`config.mk`:
```
export PLATFORM = sky130hd
export DESIGN_NAME = block_mapped_flash_translation
export DESIGN_NICKNAME = d
export VERILOG_FILES = /design/src/bmft_pkg.sv /design/src/bmft_ram.sv /design/src/block_mapped_flash_translation.sv
export SDC_FILE = /design/constraint.sdc
export NUM_CORES = 1
export LEC_CHECK = 0
export BUFFER_PORTS_ARGS = -buffer_cell sky130_fd_sc_hd__buf_2
export CORE_MARGIN = 3
export CORE_UTILIZATION = 40
export DETAILED_ROUTE_END_ITERATION = 8
export PLACE_DENSITY = 0.58
export SKIP_CTS_REPAIR_TIMING = 1
export SLEW_MARGIN = 20
export SYNTH_ARGS = -nofsm -noshare
export SYNTH_HDL_FRONTEND = slang
export SYNTH_HIERARCHICAL = 1
export SYNTH_SLANG_ARGS = --single-unit
```
`constraint.sdc`:
```
create_clock -name aclk -period 3.3 [get_ports aclk]
set_input_delay 0.495 -clock aclk [delete_from_list [all_inputs] [get_ports aclk]]
set_output_delay 0.495 -clock aclk [all_outputs]
set_load 0.005 [all_outputs]
```
`src/bmft_pkg.sv`:
```
`timescale 1ns / 1ps
// ----------------------------------------------------------------------------
// bmft_pkg
// Shared types and constants for the block-mapped flash translation block.
// ----------------------------------------------------------------------------
package bmft_pkg;

    localparam int NUM_BLOCKS_DEF    = 16;
    localparam int PAGES_PER_BLK_DEF = 4;

    localparam int SECTOR_W = 6;
    localparam int PAGE_W   = 6;
    localparam int BLOCK_W  = 4;

    typedef enum logic [1:0] {
        OP_READ  = 2'd0,
        OP_WRITE = 2'd1,
        OP_ERASE = 2'd2,
        OP_NONE  = 2'd3
    } flash_op_t;

    typedef enum logic [1:0] {
        STAT_OK       = 2'd0,
        STAT_UNMAPPED = 2'd1,
        STAT_RANGE    = 2'd2,
        STAT_NO_FRESH = 2'd3
    } status_t;

endpackage

```
`src/bmft_ram.sv`:
```
`timescale 1ns / 1ps
// ----------------------------------------------------------------------------
// bmft_ram
// Generic single-write, single-read RAM with registered read data.
// ----------------------------------------------------------------------------
module bmft_ram #(
    parameter int WIDTH = 8,
    parameter int DEPTH = 16,
    localparam int ADDR_W = $clog2(DEPTH)
) (
    input  logic              aclk,
    input  logic              we,
    input  logic [ADDR_W-1:0] waddr,
    input  logic [WIDTH-1:0]  wdata,
    input  logic              re,
    input  logic [ADDR_W-1:0] raddr,
    output logic [WIDTH-1:0]  rdata
);

    logic [WIDTH-1:0] mem [DEPTH];

    always_ff @(posedge aclk) begin
        if (we) begin
            mem[waddr] <= wdata;
        end
        // read data holds until the next read
        if (re) begin
            rdata <= mem[raddr];
        end
    end

endmodule

```
`src/block_mapped_flash_translation.sv`:
```
`timescale 1ns / 1ps
// ----------------------------------------------------------------------------
// block_mapped_flash_translation
// Block-mapped flash translation: maps sector requests to flash commands.
// ----------------------------------------------------------------------------
// Usage:
//   s_ channel: one request per item (s_action 0 read, 1 write; s_logical_sector).
//   m_ channel: one or more flash commands per request; m_last marks the final
//   command of a request. Status codes other than ok come with no command.
//   Map entry (valid, physical block, page-used bits) lives in one RAM with a
//   registered read: a request is read in the cycle it is accepted, modified
//   and written back in ST_LOOKUP once the output register is free.
//   Order: a single command is loaded into the output register from ST_LOOKUP;
//   a rewrite's first command comes from ST_READS, or ST_ERASE if no other page is used.
//   Flow: s_ready is high only in ST_IDLE, so no new request is taken until
//   every command of the current one has entered the output register. A rewrite
//   of a used page scans the pages in a read phase and a write phase.
//   Reset: after aresetn the map RAM is cleared one entry per cycle, all
//   NUM_BLOCKS entries, with s_ready low. The spare block resets to the last physical block.
//   Stall: results sit in an output register; while it holds a command and
//   m_ready is low the command sequence pauses. A finished request's last
//   command may wait while the next request is taken.
// ----------------------------------------------------------------------------
module block_mapped_flash_translation #(
    parameter int NUM_BLOCKS    = bmft_pkg::NUM_BLOCKS_DEF,
    parameter int PAGES_PER_BLK = bmft_pkg::PAGES_PER_BLK_DEF
) (
    input  logic                          aclk,
    input  logic                          aresetn,
    input  logic                          s_valid,
    output logic                          s_ready,
    input  logic                          s_action,
    input  logic [bmft_pkg::SECTOR_W-1:0] s_logical_sector,
    output logic                          m_valid,
    input  logic                          m_ready,
    output bmft_pkg::flash_op_t           m_flash_op,
    output logic [bmft_pkg::PAGE_W-1:0]   m_flash_page,
    output logic [bmft_pkg::BLOCK_W-1:0]  m_flash_block,
    output bmft_pkg::status_t             m_status,
    output logic                          m_last
);

    import bmft_pkg::*;

    localparam int PBN_W   = $clog2(NUM_BLOCKS);
    localparam int OFF_W   = $clog2(PAGES_PER_BLK);
    localparam int ENT_W   = 1 + PBN_W + PAGES_PER_BLK;
    localparam int NUM_SEC = 2 ** SECTOR_W;

    typedef enum logic [2:0] {
        ST_CLEAR,
        ST_IDLE,
        ST_LOOKUP,
        ST_READS,
        ST_ERASE,
        ST_WRITES,
        ST_FINAL
    } state_t;

    state_t state_reg, state_next;

    logic [PBN_W-1:0]         clr_reg, clr_next;
    logic [PBN_W-1:0]         fresh_reg, fresh_next;
    logic [PBN_W-1:0]         spare_reg, spare_next;
    logic [OFF_W-1:0]         idx_reg, idx_next;

    logic                     req_write_reg, req_write_next;
    logic                     req_oob_reg, req_oob_next;
    logic [PBN_W-1:0]         req_lbn_reg, req_lbn_next;
    logic [OFF_W-1:0]         req_off_reg, req_off_next;

    logic [PBN_W-1:0]         seq_old_reg, seq_old_next;
    logic [PBN_W-1:0]         seq_new_reg, seq_new_next;
    logic [PAGES_PER_BLK-1:0] seq_others_reg, seq_others_next;

    logic                     m_valid_reg, m_valid_next;
    flash_op_t                m_op_reg, m_op_next;
    logic [PAGE_W-1:0]        m_page_reg, m_page_next;
    logic [BLOCK_W-1:0]       m_block_reg, m_block_next;
    status_t                  m_status_reg, m_status_next;
    logic                     m_last_reg, m_last_next;

    logic                     ram_we, ram_re;
    logic [PBN_W-1:0]         ram_waddr, ram_raddr;
    logic [ENT_W-1:0]         ram_wdata, ram_rdata;

    logic [PBN_W-1:0]         in_lbn;
    logic [OFF_W-1:0]         in_off;
    logic                     in_oob;

    logic                     ent_valid;
    logic [PBN_W-1:0]         ent_pbn;
    logic [PAGES_PER_BLK-1:0] ent_used;
    logic [PAGES_PER_BLK-1:0] off_bit;
    logic                     out_free;

    function automatic logic [PAGE_W-1:0] page_of(input logic [PBN_W-1:0] pbn,
                                                  input logic [OFF_W-1:0] off);
        logic [31:0] full;
        full = 32'(pbn) * 32'(PAGES_PER_BLK) + 32'(off);
        return full[PAGE_W-1:0];
    endfunction

    bmft_ram #(
        .WIDTH(ENT_W),
        .DEPTH(NUM_BLOCKS)
    ) u_map_ram (
        .aclk (aclk),
        .we   (ram_we),
        .waddr(ram_waddr),
        .wdata(ram_wdata),
        .re   (ram_re),
        .raddr(ram_raddr),
        .rdata(ram_rdata)
    );

    // sector split: constant table over all sector codes
    always_comb begin
        in_lbn = '0;
        in_off = '0;
        for (int s = 0; s < NUM_SEC; s++) begin
            if (s_logical_sector == SECTOR_W'(s)) begin
                in_lbn = PBN_W'(s / PAGES_PER_BLK);
                in_off = OFF_W'(s % PAGES_PER_BLK);
            end
        end
    end

    assign in_oob = 32'(s_logical_sector) >= 32'(NUM_BLOCKS * PAGES_PER_BLK);

    assign ent_valid = ram_rdata[ENT_W-1];
    assign ent_pbn   = ram_rdata[PAGES_PER_BLK +: PBN_W];
    assign ent_used  = ram_rdata[PAGES_PER_BLK-1:0];
    assign off_bit   = {{(PAGES_PER_BLK-1){1'b0}}, 1'b1} << req_off_reg;
    assign out_free  = !m_valid_reg || m_ready;

    assign s_ready   = (state_reg == ST_IDLE);
    assign ram_re    = s_valid && s_ready;
    assign ram_raddr = in_lbn;

    always_comb begin
        logic              emit;
        flash_op_t         e_op;
        logic [PAGE_W-1:0] e_page;
        logic [BLOCK_W-1:0] e_block;
        status_t           e_status;
        logic              e_last;

        emit     = 1'b0;
        e_op     = OP_NONE;
        e_page   = '0;
        e_block  = '0;
        e_status = STAT_OK;
        e_last   = 1'b0;

        state_next      = state_reg;
        clr_next        = clr_reg;
        fresh_next      = fresh_reg;
        spare_next      = spare_reg;
        idx_next        = idx_reg;
        req_write_next  = req_write_reg;
        req_oob_next    = req_oob_reg;
        req_lbn_next    = req_lbn_reg;
        req_off_next    = req_off_reg;
        seq_old_next    = seq_old_reg;
        seq_new_next    = seq_new_reg;
        seq_others_next = seq_others_reg;

        ram_we    = 1'b0;
        ram_waddr = req_lbn_reg;
        ram_wdata = '0;

        unique case (state_reg)
            ST_CLEAR: begin
                ram_we    = 1'b1;
                ram_waddr = clr_reg;
                if (clr_reg == PBN_W'(NUM_BLOCKS - 1)) begin
                    state_next = ST_IDLE;
                end else begin
                    clr_next = clr_reg + 1'b1;
                end
            end
            ST_IDLE: begin
                if (s_valid) begin
                    req_write_next = s_action;
                    req_oob_next   = in_oob;
                    req_lbn_next   = in_lbn;
                    req_off_next   = in_off;
                    state_next     = ST_LOOKUP;
                end
            end
            ST_LOOKUP: begin
                if (out_free) begin
                    state_next = ST_IDLE;
                    emit       = 1'b1;
                    e_last     = 1'b1;
                    priority if (req_oob_reg) begin
                        e_status = STAT_RANGE;
                    end else if (!req_write_reg) begin
                        if (ent_valid) begin
                            e_op   = OP_READ;
                            e_page = page_of(ent_pbn, req_off_reg);
                        end else begin
                            e_status = STAT_UNMAPPED;
                        end
                    end else if (!ent_valid) begin
                        if (fresh_reg >= PBN_W'(NUM_BLOCKS - 1)) begin
                            e_status = STAT_NO_FRESH;
                        end else begin
                            ram_we     = 1'b1;
                            ram_wdata  = {1'b1, fresh_reg, off_bit};
                            fresh_next = fresh_reg + 1'b1;
                            e_op       = OP_WRITE;
                            e_page     = page_of(fresh_reg, req_off_reg);
                        end
                    end else if ((ent_used & off_bit) == '0) begin
                        ram_we    = 1'b1;
                        ram_wdata = {1'b1, ent_pbn, ent_used | off_bit};
                        e_op      = OP_WRITE;
                        e_page    = page_of(ent_pbn, req_off_reg);
                    end else begin
                        // rewrite: move to the spare block, old block becomes spare
                        emit            = 1'b0;
                        e_last          = 1'b0;
                        ram_we          = 1'b1;
                        ram_wdata       = {1'b1, spare_reg, ent_used};
                        spare_next      = ent_pbn;
                        seq_old_next    = ent_pbn;
                        seq_new_next    = spare_reg;
                        seq_others_next = ent_used & ~off_bit;
                        idx_next        = '0;
                        state_next      = ST_READS;
                    end
                end
            end
            ST_READS, ST_WRITES: begin
                if (!seq_others_reg[idx_reg] || out_free) begin
                    if (seq_others_reg[idx_reg]) begin
                        emit = 1'b1;
                        if (state_reg == ST_READS) begin
                            e_op   = OP_READ;
                            e_page = page_of(seq_old_reg, idx_reg);
                        end else begin
                            e_op   = OP_WRITE;
                            e_page = page_of(seq_new_reg, idx_reg);
                        end
                    end
                    if (idx_reg == OFF_W'(PAGES_PER_BLK - 1)) begin
                        idx_next   = '0;
                        state_next = (state_reg == ST_READS) ? ST_ERASE : ST_FINAL;
                    end else begin
                        idx_next = idx_reg + 1'b1;
                    end
                end
            end
            ST_ERASE: begin
                if (out_free) begin
                    emit       = 1'b1;
                    e_op       = OP_ERASE;
                    e_block    = BLOCK_W'(seq_old_reg);
                    state_next = ST_WRITES;
                end
            end
            ST_FINAL: begin
                if (out_free) begin
                    emit       = 1'b1;
                    e_op       = OP_WRITE;
                    e_page     = page_of(seq_new_reg, req_off_reg);
                    e_last     = 1'b1;
                    state_next = ST_IDLE;
                end
            end
            default: begin
                state_next = ST_IDLE;
            end
        endcase

        m_valid_next  = m_valid_reg;
        m_op_next     = m_op_reg;
        m_page_next   = m_page_reg;
        m_block_next  = m_block_reg;
        m_status_next = m_status_reg;
        m_last_next   = m_last_reg;
        if (emit) begin
            m_valid_next  = 1'b1;
            m_op_next     = e_op;
            m_page_next   = e_page;
            m_block_next  = e_block;
            m_status_next = e_status;
            m_last_next   = e_last;
        end else if (m_ready) begin
            m_valid_next = 1'b0;
        end
    end

    always_ff @(posedge aclk) begin
        if (!aresetn) begin
            state_reg   <= ST_CLEAR;
            clr_reg     <= '0;
            fresh_reg   <= '0;
            spare_reg   <= PBN_W'(NUM_BLOCKS - 1);
            idx_reg     <= '0;
            m_valid_reg <= 1'b0;
        end else begin
            state_reg   <= state_next;
            clr_reg     <= clr_next;
            fresh_reg   <= fresh_next;
            spare_reg   <= spare_next;
            idx_reg     <= idx_next;
            m_valid_reg <= m_valid_next;
        end
        req_write_reg  <= req_write_next;
        req_oob_reg    <= req_oob_next;
        req_lbn_reg    <= req_lbn_next;
        req_off_reg    <= req_off_next;
        seq_old_reg    <= seq_old_next;
        seq_new_reg    <= seq_new_next;
        seq_others_reg <= seq_others_next;
        m_op_reg       <= m_op_next;
        m_page_reg     <= m_page_next;
        m_block_reg    <= m_block_next;
        m_status_reg   <= m_status_next;
        m_last_reg     <= m_last_next;
    end

    assign m_valid       = m_valid_reg;
    assign m_flash_op    = m_op_reg;
    assign m_flash_page  = m_page_reg;
    assign m_flash_block = m_block_reg;
    assign m_status      = m_status_reg;
    assign m_last        = m_last_reg;

`ifndef SYNTH
    // no command can leave while the map is still being cleared
    a_no_out_in_clear: assert property (@(posedge aclk) disable iff (!aresetn)
        (state_reg == ST_CLEAR) |-> !m_valid)
        else $error("result presented during map clear");

    // an erase is always followed by the rewrite commands
    a_erase_not_last: assert property (@(posedge aclk) disable iff (!aresetn)
        (m_valid && m_flash_op == OP_ERASE) |-> !m_last)
        else $error("erase marked as last command");

    // error statuses carry no command and close the request
    a_error_single: assert property (@(posedge aclk) disable iff (!aresetn)
        (m_valid && m_status != STAT_OK) |-> (m_flash_op == OP_NONE && m_last))
        else $error("error status with a command or not last");

    // fresh allocation never reaches the reserved last block
    a_fresh_bound: assert property (@(posedge aclk) disable iff (!aresetn)
        (state_reg == ST_LOOKUP && fresh_next != fresh_reg) |=>
            (fresh_reg <= PBN_W'(NUM_BLOCKS - 1) && $past(m_valid_next)))
        else $error("fresh block pointer out of range");
`endif

endmodule

```
== After elaboration in Yosys (flattened, before gate mapping) ==
Memories as Yosys holds them, arrays and structs flattened. A register that Yosys moved wholly into a read port is not among the register bits.
Cells that the tools add are included.

* Output and inout bits: 17
* Register bits: 52
* Memory bits (writable): 144
* Memories: 1
* Word-level logic and storage cells: 338

{| class="wikitable"
|+ Memory list
! memory !! words !! width !! read ports !! clocked after Yosys merged registers in !! write ports !! RTL line !! source
|-
| u_map_ram.mem || 16 || 9 || 1 || 1 || 1 || bmft_ram.sv:20 || <nowiki>logic [WIDTH-1:0] mem [DEPTH];</nowiki>
|}

* Magnitude comparators: 2
* $add $sub $neg: 8
* Shift operators: 1
* Multiplexer cells: 195
* Reductions and logical operators: 21
* Bitwise operators: 10
* Equality and inequality tests: 81

{| class="wikitable"
|+ Operators with widths
! kind !! count
|-
| two-way mux 4 bit || 60
|-
| equality test 6 bit (second input constant) || 32
|-
| two-way mux 2 bit || 82
|-
| equality test 6 x 5 -> 1 bit (second input constant) || 16
|-
| two-way mux 6 bit || 10
|-
| equality test 6 x 4 -> 1 bit (second input constant) || 8
|-
| two-way mux 9 bit || 5
|-
| adder 6 x 2 -> 6 bit || 5
|-
| equality test 6 x 3 -> 1 bit (second input constant) || 4
|-
| two-way mux 1 bit || 22
|-
| two-way mux 3 bit || 7
|-
| inequality test 2 bit (second input constant) || 9
|-
| one-hot mux 3 bit (6 select lines) || 1
|-
| one-hot mux 6 bit (3 select lines) || 1
|-
| equality test 6 x 2 -> 1 bit (second input constant) || 2
|-
| AND reduction 5 bit || 2
|-
| equality test 3 bit (second input constant) || 3
|-
| adder 4 x 1 -> 4 bit (second input constant) || 2
|-
| AND 4 bit || 2
|-
| two-way mux 8 bit || 1
|-
| one-hot mux 2 bit (4 select lines) || 1
|-
| AND reduction 2 bit || 4
|-
| OR reduction 2 bit || 4
|-
| AND reduction 7 bit || 1
|-
| other kinds (24) || 34
|}

== Longest topological paths before layout ==
* Depth after elaboration: 63
* Gate-level depth with buffers: 8
* Mapped depth without buffers: 7

== Hierarchy ==
Netlist, hierarchy kept.

{| class="wikitable"
|+ By module, submodules not included
! module !! area an instance (µm²) !! instances !! cells an instance
|-
| bmft_ram || 5,870.6 || 1 || 254
|-
| block_mapped_flash_translation || 2,783.9 || 1 || 278
|}

== Least setup slack after synthesis ==
OpenSTA, ideal clock, no wires.

* Path type: input to register
* From: in m_ready
* To: mem u_map_ram/mem[0][0] in the netlist's numbering (enable)
* Data arrival time: 2.678 ns
* Setup time: 0.387 ns
* Path buffers: 1
* Slack: 0.236 ns
* Stages: 8
* Cell sequence: nor2b_1 > buf_6 > nor3_2 > and2_1 > o21ai_1 > nand2_1 > or3b_2 > nor3_1

* Word-level cells in the longest chain between the ends: 5

{| class="wikitable"
|+ Ends and longest elaborated chain
! what !! RTL line !! source
|-
| from (decl) || block_mapped_flash_translation.sv:35 || <nowiki>input logic m_ready,</nowiki>
|-
| logical OR 1 bit || block_mapped_flash_translation.sv:135 || <nowiki>assign out_free = !m_valid_reg || m_ready;</nowiki>
|-
| two-way mux 1 bit || block_mapped_flash_translation.sv:193 || <nowiki>if (out_free) begin</nowiki>
|-
| one-hot mux 1 bit (2 select lines) || block_mapped_flash_translation.sv:173 || <nowiki>unique case (state_reg)</nowiki>
|-
| via ram_we || block_mapped_flash_translation.sv:83 || <nowiki>logic ram_we, ram_re;</nowiki>
|-
| two-way mux 1 bit || bmft_ram.sv:23 || <nowiki>if (we) begin</nowiki>
|-
| two-way mux 1 bit (implied by the code) || bmft_ram.sv:24 || <nowiki>mem[waddr] <= wdata;</nowiki>
|-
| to (decl) || bmft_ram.sv:20 ||
|}

The timed path passes the listed nets, and every way through them passes these cells.

== Final worst setup path ==
* From: reg state_reg[1]
* To: mem u_map_ram/mem[9][7] in the netlist's numbering (enable)

* Word-level cells in the longest chain between the ends: 4
* Elaborated cells on any way between the ends: 6

{| class="wikitable"
|+ Ends and longest elaborated chain
! what !! RTL line !! source
|-
| from (decl) || block_mapped_flash_translation.sv:60 || <nowiki>state_t state_reg, state_next;</nowiki>
|-
| from (signal assigned) || block_mapped_flash_translation.sv:305 || <nowiki>state_reg <= state_next;</nowiki>
|-
| equality test 3 x 2 -> 1 bit or logical NOT 3 bit (tied branches) || block_mapped_flash_translation.sv:173 ||
|-
| one-hot mux 1 bit (2 select lines) (*) || block_mapped_flash_translation.sv:173 ||
|-
| via ram_we || block_mapped_flash_translation.sv:83 ||
|-
| two-way mux 1 bit (*) || bmft_ram.sv:23 ||
|-
| two-way mux 1 bit (implied by the code) (*) || bmft_ram.sv:24 ||
|}

The timed path passes the listed nets; every way through them passes the cells marked *.

==> results.cfg <==
[outcome]
status = finished, final reports clean

[detailed_routing]
drc = 0
via_count_of_the_routed_design = 4869
post_route_antenna_net_violation_count = 0
post_drt_wl_per_cell_um = 21.6
initialDrtViolationCount = 332
drt-pass1-iter-count = 4
detail_route.wirelength_mm = 18.7
via_per_inst = 5.62

[floorplan]
initial_core_util_pct = 40.9
chipWidth_um = 153
top_level_ports = 28
fp.coreArea_mm2 = 0.0212
die_h_um = 153
placementRows = 53
floorplan.die_area_mm2 = 0.0234

[placed_design]
hpwlAfterDp_mm = 12.4
globalplace.congestion = 0.830
place.port_buffers = 27

[synthesis]
yosys_warnings = 6
netlist-cell-type-count = 64
avgSynthCellArea_um2 = 16.3
async_flop_share_pct = 0
synth.net_count = 546
synth-main-ff-cell = sky130_fd_sc_hd__edfxtp_1
yosys_register_bits = 205
synth_area_mm2 = 0.00865
ys_seq_area_share_pct = 69.0
synth-edff-count = 187
netlist_instances = 532

[worst_hold_path]
holdPathStages = 1
hp-start = s_logical_sector[0]
worst_hold_path.endpoint = req_off_reg[0]
holdCritPathClass = input pin to flip-flop

[setup_path]
critical_path_required_ns = 3.43
number_of_buffer_and_inverter_instances_along_the_worst_setup_path = 0
reg2reg_slack_ns = 0.70
worst_r2r_endpoint = u_map_ram/mem[9][7]
critPathMaxStageDelay_ns = 0.72
timing.critical_path.cells = nand2b_2 -> nor3_2 -> and2_1 -> o21ai_1 -> nand2_1 -> nand3b_1 -> nor2_1
ws_path_type = flip-flop to flip-flop
worstRegToRegCells = 7
timing.rr.start = state_reg[1]
critical-path-top-delay-family = simple AND/OR/NAND/NOR gates
worst_ep_arrival_time_ns = 2.73
slowest_stage = sky130_fd_sc_hd__nor2_1
worst_setup_ep_type = flip-flop
worst_setup_path_start_kind = flip-flop
path_max_fanout = 9

[global_routing]
grt_util_all_layers_pct = 15.9
grt_pass1_wl_mm = 29.1
grt_start_max_net_pins = 32
via_count_of_the_first_global_routing_pass = 4999
grt_antenna_before_repair = 0
grt_overflow = 0

[clocking]
clk_latency_ns = 0.51
tritoncts = yes
number_of_buffers_created_by_cts = 24
clk_pin_slew_worst_paths_ns = 0.06
cts_num_sinks = 205
clockRootBuffer = sky130_fd_sc_hd__clkbuf_16
cts_buffer_depth = 3
cts_htree_levels = 1

[pwr]
power.ir.vdd_worst_mv = 0.382
powerDensity_mw_per_mm2 = 702
fin_total_pwr_mw = 6.94
power.static_leakage_nw = 3.48

[sta]
final.setup.tns_ns = 0
maximum_clock_frequency_mhz = 384
worstMarginPinSlew_ns = 1.03
max-slew-margin-rel_pct = 31.3
timing.final.max_slew_violations = 0
hold_viol_final = 0
layout_worst_path_cycle_share_pct = 78.9
setup_viol = 0
grt_setup_unrepaired = false
finalClockSkew_ns = 0.0119
final_period_minus_worst_setup_slack_ns = 2.60

[layout]
flip_flop_count_of_the_largest_register_all_copies_and_words_added = 144
most_flop_heavy_register = u_map_ram/mem
antenna_cells_inserted = 0
area_overhead_of_the_layout_relative_to_synthesis_pct = 14.2
top_library_cells_by_usage_in_the_layout_fill_and_taps_aside = sky130_fd_sc_hd__edfxtp_1, sky130_fd_sc_hd__nand2_1, sky130_fd_sc_hd__nor2_1, sky130_fd_sc_hd__buf_2
drive_gt1_share_pct = 20.8
layout.filler_cells = 1795
layout_commonest_cell = sky130_fd_sc_hd__edfxtp_1
layout.nets = 592

[flow_run]
timing.max_cap.violations = 0
[cells by family (layout without fill, tap and decap cells)]
family                   count (synthesis)  count (layout)  share of synthesized area (%)
flip-flops                             205             205                           69.0
multiplexers                            50              50                           11.9
buffers and inverters                   37              97                           2.53
XOR/XNOR                                 7               7                          0.708
adder cells (fa/ha/maj)                  3               3                          0.434
AO/OA/AOI/OAI                           76              76                           6.33
AND/OR/NAND/NOR                        154             154                           9.05
[layer usage]
metal | global-route usage, % | part of all wire, % | vias up
met4 | 4.20 | 2.4 | 0
li1 | - | - | 2205
met1 | 21.1 | 42 | 2477
met3 | 3.03 | 5.4 | 31
met5 | 0 | 0 | -
met2 | 27.1 | 50 | 156
[synth_stat cells, types with 10 or more instances]
master | number | area, um2
sky130_fd_sc_hd__o21ai_0 | 11 | 55.1
sky130_fd_sc_hd__a21oi_1 | 10 | 50.1
sky130_fd_sc_hd__nor3_1 | 11 | 55.1
sky130_fd_sc_hd__mux4_1 | 15 | 394
sky130_fd_sc_hd__edfxtp_1 | 187 | 5620
sky130_fd_sc_hd__dfxtp_1 | 18 | 360
sky130_fd_sc_hd__nand2_1 | 53 | 199
sky130_fd_sc_hd__clkbuf_1 | 15 | 56.3
sky130_fd_sc_hd__mux4_2 | 21 | 473
sky130_fd_sc_hd__nand2b_1 | 10 | 62.6
sky130_fd_sc_hd__a22oi_1 | 21 | 158
sky130_fd_sc_hd__nor2_1 | 32 | 120
[worst max path at each step]
stage | startpoint | end | cells after the start
finish | state_reg[1] | u_map_ram/mem[9][7] | 7
global route | state_reg[1] | u_map_ram/mem[11][6] | 7
CTS | state_reg[1] | u_map_ram/mem[9][4] | 7
detailed placement | m_ready | u_map_ram/mem[9][1] | 8
global placement | m_ready | u_map_ram/mem[11][8] | 8
floorplan | m_ready | u_map_ram/mem[0][0] | 8
[final cells by class]
cell class | instances | area, um2 | share of cell area (%)
sequential | 205 | 5980 | 60.4
multi-input combinational | 290 | 2470 | 24.9
tap | 275 | 344 | 3.48
clock buffer | 28 | 626 | 6.33
inverter | 5 | 18.8 | 0.190
timing repair buffer | 52 | 335 | 3.39
clock inverter | 12 | 120 | 1.22
[per-stage QoR]
stage / instance area, um2 / util (%) / std cells / setup WS, ns / hold slack, ns
6_report: 9890 / 46.7 / 867 / 0.697 / 0.159
5_1_grt: 9890 / 46.7 / 867 / 0.388 / 0.151
4_1_cts: 9890 / 46.7 / 867 / 0.652 / 0.143
3_5_place_dp: 9140 / 43.2 / 827 / 0.587 / 0.461
3_3_place_gp: 9140 / 43.2 / 827 / 0.677 / 0.448
2_1_floorplan: 8650 / - / 532 / 0.236 / 0.424
[report_power, final]
group,leakage (nW),switching [mW],internal [mW]
clock network,0.368,0.991,1.50
logic,1.19,0.690,0.398
registers,1.92,0.119,3.24
total,3.48,1.80,5.14
No activity file was read; power rests on OpenSTA's default activity.
